--- config.mk ---
export PLATFORM = sky130hd
export DESIGN_NAME = nwd_ctrl
export DESIGN_NICKNAME = d
export VERILOG_FILES = /design/src/hw/rtl/nwd_pkg.sv /design/src/hw/rtl/nwd_ctrl.sv
export SDC_FILE = /design/constraint.sdc
export NUM_CORES = 1
export LEC_CHECK = 0
export ABC_AREA = 1
export BUFFER_PORTS_ARGS = -buffer_cell sky130_fd_sc_hd__clkbuf_2
export CAP_MARGIN = 20
export CORE_ASPECT_RATIO = 1.75
export CORE_MARGIN = 2
export CORE_UTILIZATION = 54
export DETAILED_ROUTE_END_ITERATION = 10
export PLACE_DENSITY_LB_ADDON = 0.08
export SETUP_SLACK_MARGIN = 0.4
export SYNTH_ARGS = -nofsm -noshare
export SYNTH_HDL_FRONTEND = slang
export SYNTH_SLANG_ARGS = --single-unit
--- constraint.sdc ---
create_clock -name clk -period 2.1 [get_ports clk]
set_input_delay 0.105 -clock clk [delete_from_list [all_inputs] [get_ports clk]]
set_output_delay 0.105 -clock clk [all_outputs]
set_load 0.1 [all_outputs]
--- src/hw/rtl/nwd_pkg.sv ---
`timescale 1ns / 1ps
package nwd_pkg;
	localparam int MaxWalls = 1024;
	localparam int AddrW = $clog2(MaxWalls);
	localparam int CntW = AddrW + 1;
	localparam int CoordW = 24;
	localparam int DistW = 26;
	localparam int SqW = 51;
	localparam logic [DistW-1:0] DistMax = '1;

	typedef enum logic [1:0] {
		CMD_CLEAR = 2'd0,
		CMD_LOAD  = 2'd1,
		CMD_QUERY = 2'd2,
		CMD_NONE  = 2'd3
	} cmd_t;

	// controller to datapath
	typedef struct packed {
		logic capture;
		logic clear;
		logic load;
		logic rd_en;
		logic acc_init;
		logic acc_en;
		logic sqrt_start;
		logic sqrt_step;
		logic out_load;
	} nwd_ctl_t;

	// datapath to controller
	typedef struct packed {
		logic [CntW-1:0] count;
		logic sqrt_done;
	} nwd_sts_t;
endpackage

--- src/hw/rtl/nwd_ctrl.sv ---
`timescale 1ns / 1ps
module nwd_ctrl (
	input  logic clk,
	input  logic arst_n,
	input  logic in_valid,
	input  logic [1:0] in_cmd,
	output logic in_ready,
	input  logic out_valid,
	input  logic out_ready,
	input  nwd_pkg::nwd_sts_t sts,
	output nwd_pkg::nwd_ctl_t ctl
);
	typedef enum logic [4:0] {
		S_IDLE = 5'b00001,
		S_SCAN = 5'b00010,
		S_DRAIN = 5'b00100,
		S_SQRT = 5'b01000,
		S_DONE = 5'b10000
	} state_t;

	state_t state_q;
	logic [nwd_pkg::CntW-1:0] idx_q;
	logic [1:0] drain_q;
	logic acc_q;
	logic accept;

	assign accept = in_valid && in_ready;
	assign in_ready = (state_q == S_IDLE);

	// command decode and sequencing
	always_comb begin
		ctl = '0;
		ctl.capture = accept;
		ctl.clear = accept && (in_cmd == nwd_pkg::CMD_CLEAR);
		ctl.load = accept && (in_cmd == nwd_pkg::CMD_LOAD);
		ctl.acc_init = accept && (in_cmd == nwd_pkg::CMD_QUERY);
		ctl.rd_en = (state_q == S_SCAN);
		ctl.acc_en = acc_q;
		ctl.sqrt_start = (state_q == S_DRAIN) && (drain_q == 2'd0) && !acc_q;
		ctl.sqrt_step = (state_q == S_SQRT);
		ctl.out_load = (state_q == S_DONE) && (!out_valid || out_ready);
	end

	always_ff @(posedge clk or negedge arst_n) begin
		if (!arst_n) begin
			state_q <= S_IDLE;
			idx_q <= '0;
			drain_q <= '0;
			acc_q <= 1'b0;
		end else begin
			// read data returns in the next cycle, then the difference and square stages
			acc_q <= 1'b0;
			case (state_q)
				S_IDLE: begin
					if (accept && in_cmd == nwd_pkg::CMD_QUERY) begin
						idx_q <= '0;
						state_q <= (sts.count == '0) ? S_DONE : S_SCAN;
					end
				end
				S_SCAN: begin
					idx_q <= idx_q + 1'b1;
					if (idx_q + 1'b1 == sts.count) begin
						state_q <= S_DRAIN;
						drain_q <= 2'd3;
					end
				end
				S_DRAIN: begin
					if (drain_q == 2'd0) state_q <= S_SQRT;
					else drain_q <= drain_q - 1'b1;
				end
				S_SQRT: begin
					if (sts.sqrt_done) state_q <= S_DONE;
				end
				S_DONE: begin
					if (ctl.out_load) state_q <= S_IDLE;
				end
				default: state_q <= S_IDLE;
			endcase
		end
	end
endmodule

==> flow_summary_export.csv, run 1 <==
group,metric,value,unit
grt,overflow,0,
job,maxCapViolCount,0,
setup_path,critPathKind,"reg -> reg",
setup_path,r2r_slack,0.23,ns
setup_path,reg2reg_to,"drain_q[1]$_DFFE_PN0P_",
floorplanning,die_h,71.3,um
synthesis,synthArstFlopShare,1.00,
floorplanning,die_x,42.5,um
synthesis,synth_area_leader_cell,"dfrtp_1",
status,outcome,"complete, no violations",
power_and_ir_drop,power_density,1310,mW/mm2
synthesis,synth_ff_type,"dfrtp_1",
floorplanning,core_region_area,0.00246,mm2
setup_path,cp.required,2.25,ns
routing,drt_wl_total,4150,um
setup_path,r2r-start,"idx_q[1]$_DFFE_PN0P_",
synthesis,synth_area_per_cell,6.51,um2
synthesis,ys_seq_area_frac,0.323,
timing,period_minus_slack,1.87,ns
synthesis,syn_inst,215,
clock_network,cts_tree,"built",
timing,maxSlewHeadroom,0.638,
grt,grt_first_pass_wirelength,6390,um
routing,drtAntennaViolNets,0,
power_and_ir_drop,irDropWorstVdd,0.844,mV
synthesis,yosysUniqueCellTypes,30,
clock_network,cts_buffers,3,
timing,fmax,533,MHz
place,dp_cells,266,
setup_path,rr_worst_depth,15,
routing,drcViolationCount,0,
floorplanning,ios,29,
synthesis,yosys_warnings,0,
timing,slew_viol_final,0,
synthesis,netlist_top_cells_count,"nand2_1, inv_1, nand3_1, dfrtp_1, nor2_1",
place,numPortBuffers,27,
setup_path,path_buf_inv,1,
setup_path,crit_start,"idx_q[1]$_DFFE_PN0P_",
min_path,min_to,"state_q[3]$_DFFE_PN0P_",
synthesis,netlist_area,0.00140,mm2
timing,rsz0062_at_grt,"yes",
power_and_ir_drop,leakage,1.00,nW
clock_network,cts_max_level,1,
clock_network,clkLatencyLatePin,0.26,ns
setup_path,crit_path_start_kind,"register",
timing,worstMarginPinSlew,0.545,ns
routing,drtIter0Drc,37,
routing,vias_per_cell,5.62,
setup_path,crit_arrival,2.03,ns
setup_path,crit_family,"simple AND/OR/NAND/NOR gates",
place,gp_congestion,0.892,
layout,area_growth,39.3,%
setup_path,max_stage_delay,0.46,ns
min_path,hold_class,"in -> reg",
routing,post_drt_wl_per_cell,14.8,um
clock_network,root_buffer,"clkbuf_8",
routing,vias,1579,
power_and_ir_drop,p_total,0.00255,W
synthesis,ys_ff_latch,18,
layout,fillers,177,
setup_path,crit_path_max_fanout,6,
grt,grt_antenna_before_repair,0,
setup_path,cp-end-kind,"register",
synthesis,synth_top_area_frac,0.304,
setup_path,crit_path_frequent_cell,"nand2_1",
synthesis,synth.most_common_cell,"nand2_1",
floorplanning,start_util,0.568,
clock_network,clockBufferDepth,2,
timing,period_share,0.893,
layout,layout.nets,277,
synthesis,ys_top_cells_by_area,"dfrtp_1, nand2_1, inv_1",
layout,drive_gt1_frac,0.357,
grt,grt_max_degree,19,
routing,dr.pass1.iters,4,
timing,finalHoldViolations,0,
place,hpwl,2960,um
setup_path,cp_cell_sequence,"ha_4 -> inv_2 -> nand2_2 -> nand2_2 -> nand2_1 -> nand2_1 -> nand2_1 -> nor2_1 -> nand3_1 -> nor2_2 -> nand3_2 -> nand2_4 -> nand2_4 -> nand2_2 -> nand2_1",
layout,final_cells,281,
layout,n_antenna_cell,0,
synthesis,synth_edf_count,0,
clock_network,clock_sinks,18,
floorplanning,die_area,0.00303,mm2
min_path,min_delay_path_depth,3,
min_path,hp-start,"sts[0]",
timing,skew,0.00506,ns
timing,setup_viol,0,
floorplanning,rows,24,
grt,first_global_vias,1527,
synthesis,synth_fp_nets,236,
setup_path,slowest_stage,"dfrtp_2",
clock_network,clkSlewWorstSetupHoldPaths,0.08,ns
grt,track_usage,0.274,
[worst register-to-register path: stages (launching register included)]
cell and delay [ns]:
dfrtp_2 0.46, ha_4 0.20, inv_2 0.05, nand2_2 0.06, nand2_2 0.08, nand2_1 0.08, nand2_1 0.07, nand2_1 0.05
nor2_1 0.12, nand3_1 0.11, nor2_2 0.11, nand3_2 0.09, nand2_4 0.11, nand2_4 0.07, nand2_2 0.06, nand2_1 0.05
[stage by stage]
stage / cell area, um2 / setup TNS (ns) / hold slack [ns] / setup WS (ns) / util
5_1_grt: 1950 / 0 / 0.136 / 0.110 / 0.791
6_report: 1950 / 0 / 0.118 / 0.225 / 0.791
3_3_place_gp: 1630 / 0 / 0.0737 / 0.255 / 0.664
2_1_floorplan: 1460 / -0.669 / -0.191 / -0.249 / -
3_5_place_dp: 1630 / 0 / 0.0747 / 0.144 / 0.664
4_1_cts: 1870 / 0 / 0.112 / 0.311 / 0.760
[worst max-delay path by stage]
stage,to,cells past startpoint
6_report,drain_q[1]$_DFFE_PN0P_,15
5_1_grt,drain_q[1]$_DFFE_PN0P_,15
4_1_cts,ctl[1],3
3_5_place_dp,drain_q[1]$_DFFE_PN0P_,14
3_3_place_gp,drain_q[0]$_DFFE_PN0P_,14
2_1_floorplan,state_q[4]$_DFFE_PN0P_,11
[sequential cells by signal, indices dropped and copies added, names as in the netlist]
name and count:
drain_q 2, idx_q 11, state_q 5
[timing repair]
action / in CTS / in global routing
hold endpoints to repair: 17 / 0
pin swaps: 18 / 9
setup endpoints to repair: 24 / 23
setup buffers: 8 / 2
hold buffers: 1 / 0
resized for setup: 31 / 24
[logic make-up after synthesis]
group / after synthesis / synth area share
AO/OA/AOI/OAI: 16 / 0.0635
XOR/XNOR: 3 / 0.0188
adder cells (fa/ha/maj): 2 / 0.0179
buffers and inverters: 47 / 0.133
flip-flops: 18 / 0.323
other: 1 / 0.00268
AND/OR/NAND/NOR: 128 / 0.441
[placed cells by master, fill, tap and decap left out, drive strengths merged]
cell type and instances:
inv 40, conb 1, nor2 19, xnor2 1, dfrtp 17, buf 18, dlygate4sd3 1, nand4 6
nor3 5, clkinvlp 1, a21oi 1, o22ai 7, bufinv 1, xor2 2, or2 1, clkinv 1
o21ai 8, nor4 3, and3 1, nand2 67, ha 2, nand3 22, clkbuf 25, nand3b 4
dfstp 1
[power by group]
group / internal [W] / switching [W] / total (W) / leakage, nW
registers: 0.000495 / 0.000173 / 0.000668 / 0.227
logic: 0.000580 / 0.00101 / 0.00159 / 0.746
clock network: 0.000167 / 0.000127 / 0.000294 / 0.0288
total: 0.00124 / 0.00131 / 0.00255 / 1.00
[routing by layer]
metal  track usage  routed length, um  vias to the layer above
li1              -                  -                      762
met1         0.268               1410                      735
met2         0.535               2350                       60
met3        0.0227                175                       22
met4         0.153                212                        0
met5             0                  0                        -
[layout make-up]
class,instances,area (um2),area share
clock buffer,4,55.1,0.0283
inverter,43,184,0.0944
multi-input combinational,150,901,0.462
sequential,18,459,0.236
tap,26,32.5,0.0167
timing repair buffer,40,317,0.162
(Power assumes the default switching activity.)
==> inputs of run 2 (changes only) <==
- RECOVER_POWER: default -> 100
==> run 2 against run 1 <==
Compared with the run above: total power decreased by 2.5%; sequential cell count unchanged; setup slack got worse by 0.037 ns; first-iteration DRC count increased by 30%; sequential share of layout area increased by 0.85 points; sequential power decreased by 0.9%; die area unchanged; combinational power decreased by 4%; utilization decreased by 2.9 points; critical path depth decreased by 1; clock skew decreased by 0.0013 ns.
==> flow_summary_export.csv, run 2 (same netlist as run 1, synthesis figures left out) <==
group,metric,value,unit
setup_path,rr_worst_depth,14,
timing,setup_viol,0,
clock_network,clkSlewWorstSetupHoldPaths,0.08,ns
setup_path,cp.required,2.25,ns
clock_network,cts_max_level,1,
layout,area_growth,34.1,%
setup_path,crit_path_start_kind,"register",
timing,maxSlewHeadroom,0.325,
floorplanning,die_x,42.5,um
timing,period_minus_slack,1.91,ns
routing,drcViolationCount,0,
layout,n_antenna_cell,0,
floorplanning,core_region_area,0.00246,mm2
setup_path,crit_arrival,2.06,ns
layout,drive_gt1_frac,0.337,
setup_path,cp-endpoint,"drain_q[1]$_DFFE_PN0P_",
grt,grt_max_degree,19,
layout,layout.nets,277,
grt,overflow,0,
grt,grt_antenna_before_repair,0,
setup_path,path_depth,14,
layout,layout_common_cells,"nand2_1, inv_1, clkbuf_2",
setup_path,max_stage_delay,0.48,ns
place,dp_cells,266,
routing,post_drt_wl_per_cell,14.8,um
layout,final_core_util,0.762,
timing,slew_viol_final,0,
power_and_ir_drop,irDropWorstVdd,0.839,mV
layout,fillers,187,
floorplanning,start_util,0.568,
clock_network,cts_tree,"built",
power_and_ir_drop,p_total,0.00248,W
setup_path,slowest_stage,"dfrtp_1",
setup_path,critPathKind,"reg -> reg",
setup_path,cp-end-kind,"register",
routing,vias_per_cell,5.59,
clock_network,clock_sinks,18,
layout,final_cells,281,
floorplanning,die_h,71.3,um
setup_path,cp_cell_sequence,"ha_4 -> nand2_4 -> nand2_2 -> nand2_1 -> nand2_1 -> nand2_1 -> nor2_1 -> nand3_1 -> nor2_2 -> nand3_2 -> nand2_4 -> nand2_4 -> nand2_2 -> nand2_1",
setup_path,crit_start,"idx_q[1]$_DFFE_PN0P_",
setup_path,reg2reg_to,"drain_q[1]$_DFFE_PN0P_",
floorplanning,die_area,0.00303,mm2
job,maxCapViolCount,0,
setup_path,r2r-start,"idx_q[1]$_DFFE_PN0P_",
clock_network,cts_buffers,3,
floorplanning,ios,29,
timing,fmax,523,MHz
clock_network,clockBufferDepth,2,
layout,layout_commonest_cell,"nand2_1",
timing,worstMarginPinSlew,1.01,ns
routing,drtAntennaViolNets,0,
timing,hold_ws,0.115,ns
timing,rsz0062_at_grt,"yes",
status,outcome,"complete, no violations",
setup_path,path_buf_inv,0,
timing,period_share,0.910,
power_and_ir_drop,leakage,0.983,nW
routing,vias,1572,
clock_network,root_buffer,"clkbuf_8",
floorplanning,rows,24,
layout,largest_register_ffs,11,
setup_path,crit_family,"simple AND/OR/NAND/NOR gates",
setup_path,crit_path_frequent_cell,"nand2_1",
timing,skew,0.00380,ns
timing,finalHoldViolations,0,
clock_network,clkLatencyLatePin,0.26,ns
min_path,hold_class,"in -> reg",
grt,track_usage,0.274,
routing,drtIter0Drc,48,
place,gp_congestion,0.892,
place,hpwl,2960,um
place,numPortBuffers,27,
layout,regMostFlops,"idx_q",
power_and_ir_drop,power_density,1320,mW/mm2
grt,first_global_vias,1527,
setup_path,r2r_slack,0.19,ns
layout,reg_top3,"idx_q: 11 flops, state_q: 5 flops, drain_q: 2 flops",
routing,drt_wl_total,4150,um
routing,dr.pass1.iters,4,
setup_path,crit_path_max_fanout,6,
grt,grt_first_pass_wirelength,6390,um
## run 2: changes by cell type in the layout (fill, tap and decap cells not counted)
cell,before,now
clkbuf_2,19,24
buf_12,4,1
buf_4,11,9
clkbuf_1,0,2
buf_6,3,2
clkbuf_4,2,1
dfrtp_1,11,12
dfrtp_2,6,5
nand2_1,56,57
nand2_4,4,3
nor2_1,10,11
nor2_2,6,5
## run 2: worst min path at each step
stage / startpoint / endpoint / depth (start not counted)
global route: sts[0] / state_q[3]$_DFFE_PN0P_ / 3
detailed placement: arst_n / idx_q[8]$_DFFE_PN0P_ / 1
CTS: sts[0] / state_q[3]$_DFFE_PN0P_ / 3
finish: sts[0] / state_q[3]$_DFFE_PN0P_ / 3
global placement: arst_n / idx_q[8]$_DFFE_PN0P_ / 1
floorplan: arst_n / drain_q[0]$_DFFE_PN0P_ / 0
## run 2: what timing repair did
item / in CTS / in global routing
hold buffers: 1 / 0
resized for setup: 31 / 24
hold endpoints to repair: 17 / 0
gates cloned: 0 / 0
setup endpoints to repair: 24 / 23
setup buffers: 8 / 2
pin swaps: 18 / 9
## run 2: cell type report
type                    instances  area, um2  area share
clock buffers                   4       55.1      0.0294
inverters                      43        184      0.0981
multi-input cells             150        891       0.475
flip-flops and latches         18        458       0.244
well taps                      26       32.5      0.0173
repair buffers                 40        255       0.136
## run 2: metrics by stage
stage	TNS (ns)	instance area, um2	setup WS, ns
3_5_place_dp	0	1630	0.144
4_1_cts	0	1870	0.311
5_1_grt	0	1880	0.0641
3_3_place_gp	0	1630	0.255
2_1_floorplan	-0.669	1460	-0.249
6_report	0	1880	0.189
## run 2: worst reg2reg max path, cell delays in order (launching register included)
cell and delay, ns:
dfrtp_1 0.48, ha_4 0.21, nand2_4 0.09, nand2_2 0.10, nand2_1 0.08, nand2_1 0.07, nand2_1 0.05, nor2_1 0.12
nand3_1 0.11, nor2_2 0.11, nand3_2 0.09, nand2_4 0.11, nand2_4 0.07, nand2_2 0.06, nand2_1 0.05
## run 2: power breakdown
group	internal [W]	switching [W]	total, W
Clock	0.000167	0.000129	0.000296
Combinational	0.000532	0.000994	0.00153
Sequential	0.000493	0.000169	0.000662
Total	0.00119	0.00129	0.00248
## run 2: layer usage
metal  global-route usage  up-vias  share of wire
li1                     -      761              -
met1                0.268      731           0.34
met2                0.535       62           0.57
met3               0.0227       18          0.042
met4                0.153        0          0.048
met5                    0        -              0
==> inputs of run 3 (changes only) <==
- CORE_UTILIZATION: 54 -> 45
==> run 3 against run 2 <==
Compared with the run above: clock-buffer cell count is the same; first-iteration DRC count shrank 38%; die area grew 18%; register-to-register slack gained 0.03 ns; sequential power shrank 3%; final cell count is the same; largest cell class unchanged; worst hold slack gained 0.0088 ns; clock skew grew 0.0012 ns; sequential cell count is the same.
==> flow_summary_export.csv, run 3 (same netlist as run 1, synthesis figures left out) <==
group,metric,value,unit
status,outcome,"complete, no violations",
timing,setup_viol,0,
power_and_ir_drop,switching_share,0.520,
power_and_ir_drop,power_density,1310,mW/mm2
setup_path,cp-endpoint,"ctl[8]",
layout,area_growth,33.0,%
routing,dr.pass1.iters,5,
timing,slew_viol_final,0,
timing,hold_ws,0.124,ns
power_and_ir_drop,power_frac_comb,0.618,
layout,drive_gt1_frac,0.304,
timing,finalHoldViolations,0,
floorplanning,die_x,46.1,um
timing,maxSlewHeadroom,0.312,
timing,rsz0062_at_grt,"yes",
timing,worstMarginPinSlew,1.03,ns
routing,drtIter0Drc,30,
timing,period_share,0.910,
layout,reg_top3,"idx_q: 11 flops, state_q: 5 flops, drain_q: 2 flops",
floorplanning,rows,26,
setup_path,cp-end-kind,"primary output",
timing,period_minus_slack,1.91,ns
floorplanning,core_region_area,0.00293,mm2
power_and_ir_drop,intPower,0.00117,W
setup_path,reg2reg_to,"state_q[0]$_DFFE_PN1P_",
floorplanning,die_h,77.8,um
setup_path,crit_arrival,1.81,ns
place,dpl_cell_area,0.00164,mm2
layout,layout_common_cells,"nand2_1, inv_1, clkbuf_2",
routing,post_drt_wl_per_cell,14.2,um
grt,overflow,0,
setup_path,r2r_slack,0.22,ns
routing,drt_wl_total,3990,um
clock_network,cts_tree,"built",
power_and_ir_drop,clockPowerShare,0.117,
setup_path,crit_start,"state_q[3]$_DFFE_PN0P_",
grt,track_usage,0.233,
routing,vias_per_cell,5.27,
grt,first_global_vias,1402,
min_path,hold_class,"in -> reg",
clock_network,clkLatencyLatePin,0.26,ns
clock_network,cts_buffers,3,
grt,grt_first_pass_wirelength,6080,um
routing,vias,1480,
routing,drcViolationCount,0,
floorplanning,die_area,0.00359,mm2
setup_path,crit_path_max_fanout,3,
place,hpwl,2930,um
power_and_ir_drop,p_sw,0.00126,W
power_and_ir_drop,p_total,0.00243,W
floorplanning,ios,29,
grt,grt_antenna_before_repair,0,
floorplanning,start_util,0.478,
timing,final.setup.worst_slack,0.189,ns
setup_path,crit_path_start_kind,"register",
timing,fmax,523,MHz
setup_path,critPathKind,"reg -> out",
layout,layout_commonest_cell,"nand2_1",
grt,grt_max_degree,19,
timing,skew,0.00501,ns
clock_network,clock_sinks,18,
place,place_ws,0.203,ns
power_and_ir_drop,irDropWorstVdd,0.972,mV
layout,layout.nets,275,
setup_path,rr_worst_depth,12,
setup_path,r2r-start,"state_q[3]$_DFFE_PN0P_",
layout,regMostFlops,"idx_q",
place,numPortBuffers,27,
clock_network,clockBufferDepth,2,
clock_network,root_buffer,"clkbuf_8",
clock_network,cts_max_level,1,
layout,n_antenna_cell,0,
power_and_ir_drop,seq_power_share,0.265,
job,maxCapViolCount,0,
routing,drtAntennaViolNets,0,
layout,largest_register_ffs,11,
layout,fin_area,0.00186,mm2
setup_path,cp.required,2.00,ns
place,gp_congestion,0.903,
power_and_ir_drop,leakage,0.969,nW
clock_network,clkSlewWorstSetupHoldPaths,0.07,ns
[run 3: metrics by stage]
step | util | setup TNS [ns] | std cells
floorplan | - | -0.669 | 215
CTS | 0.626 | 0 | 278
finish | 0.635 | 0 | 281
global route | 0.635 | 0 | 281
detailed placement | 0.559 | 0 | 268
global placement | 0.559 | 0 | 268
[run 3: repair_timing]
item / CTS / global route
endpoints found under the setup margin: 24 / 16
resized for setup: 25 / 16
pin swaps: 2 / 11
buffers inserted: 5 / 3
hold buffers: 1 / 0
endpoints found under the hold margin: 17 / 0
[run 3: per-layer routing]
layer / GRT usage / vias to the layer above / share of wire
met4: 0.0943 / 0 / 0.024
met2: 0.426 / 38 / 0.58
li1: - / 752 / -
met3: 0.0209 / 8 / 0.028
met5: 0 / - / 0
met1: 0.253 / 682 / 0.37
[run 3: cell type report]
type | instances | area, um2
Timing Repair Buffer | 38 | 270
Clock buffer | 4 | 55.1
Sequential cell | 18 | 455
Tap cell | 28 | 35.0
Inverter | 43 | 171
Multi-Input combinational cell | 150 | 873
Fill cell | 273 | 1070
[run 3: critical path: stages, from the launching register on]
cell and delay [ns]:
dfrtp_1 0.38, nor2_1 0.19, nand4_1 0.17, clkinvlp_2 0.13, nand2_1 0.20, inv_6 0.13, clkbuf_4 0.34
[run 3: worst min-delay path by stage]
| stage | end | cells past startpoint | from | slack [ns] |
|---|---|---|---|---|
| finish | state_q[4]$_DFFE_PN0P_ | 4 | out_ready | 0.12 |
| global route | state_q[3]$_DFFE_PN0P_ | 3 | sts[0] | 0.15 |
| CTS | state_q[4]$_DFFE_PN0P_ | 4 | out_ready | 0.13 |
| detailed placement | idx_q[10]$_DFFE_PN0P_ | 1 | arst_n | 0.07 |
| global placement | idx_q[10]$_DFFE_PN0P_ | 1 | arst_n | 0.09 |
| floorplan | drain_q[0]$_DFFE_PN0P_ | 0 | arst_n | -0.19 |
[run 3: power by group through the flow]
| stage | combinational (W) | sequential, W | clock [W] |
|---|---|---|---|
| 2_1_floorplan | 0.00103 | 0.000602 | 0 |
| 3_3_place_gp | 0.00125 | 0.000646 | 0 |
| 3_5_place_dp | 0.00126 | 0.000646 | 0 |
| 4_1_cts | 0.00146 | 0.000632 | 0.000291 |
| 5_1_grt | 0.00164 | 0.000653 | 0.000310 |
| 6_report | 0.00150 | 0.000643 | 0.000285 |
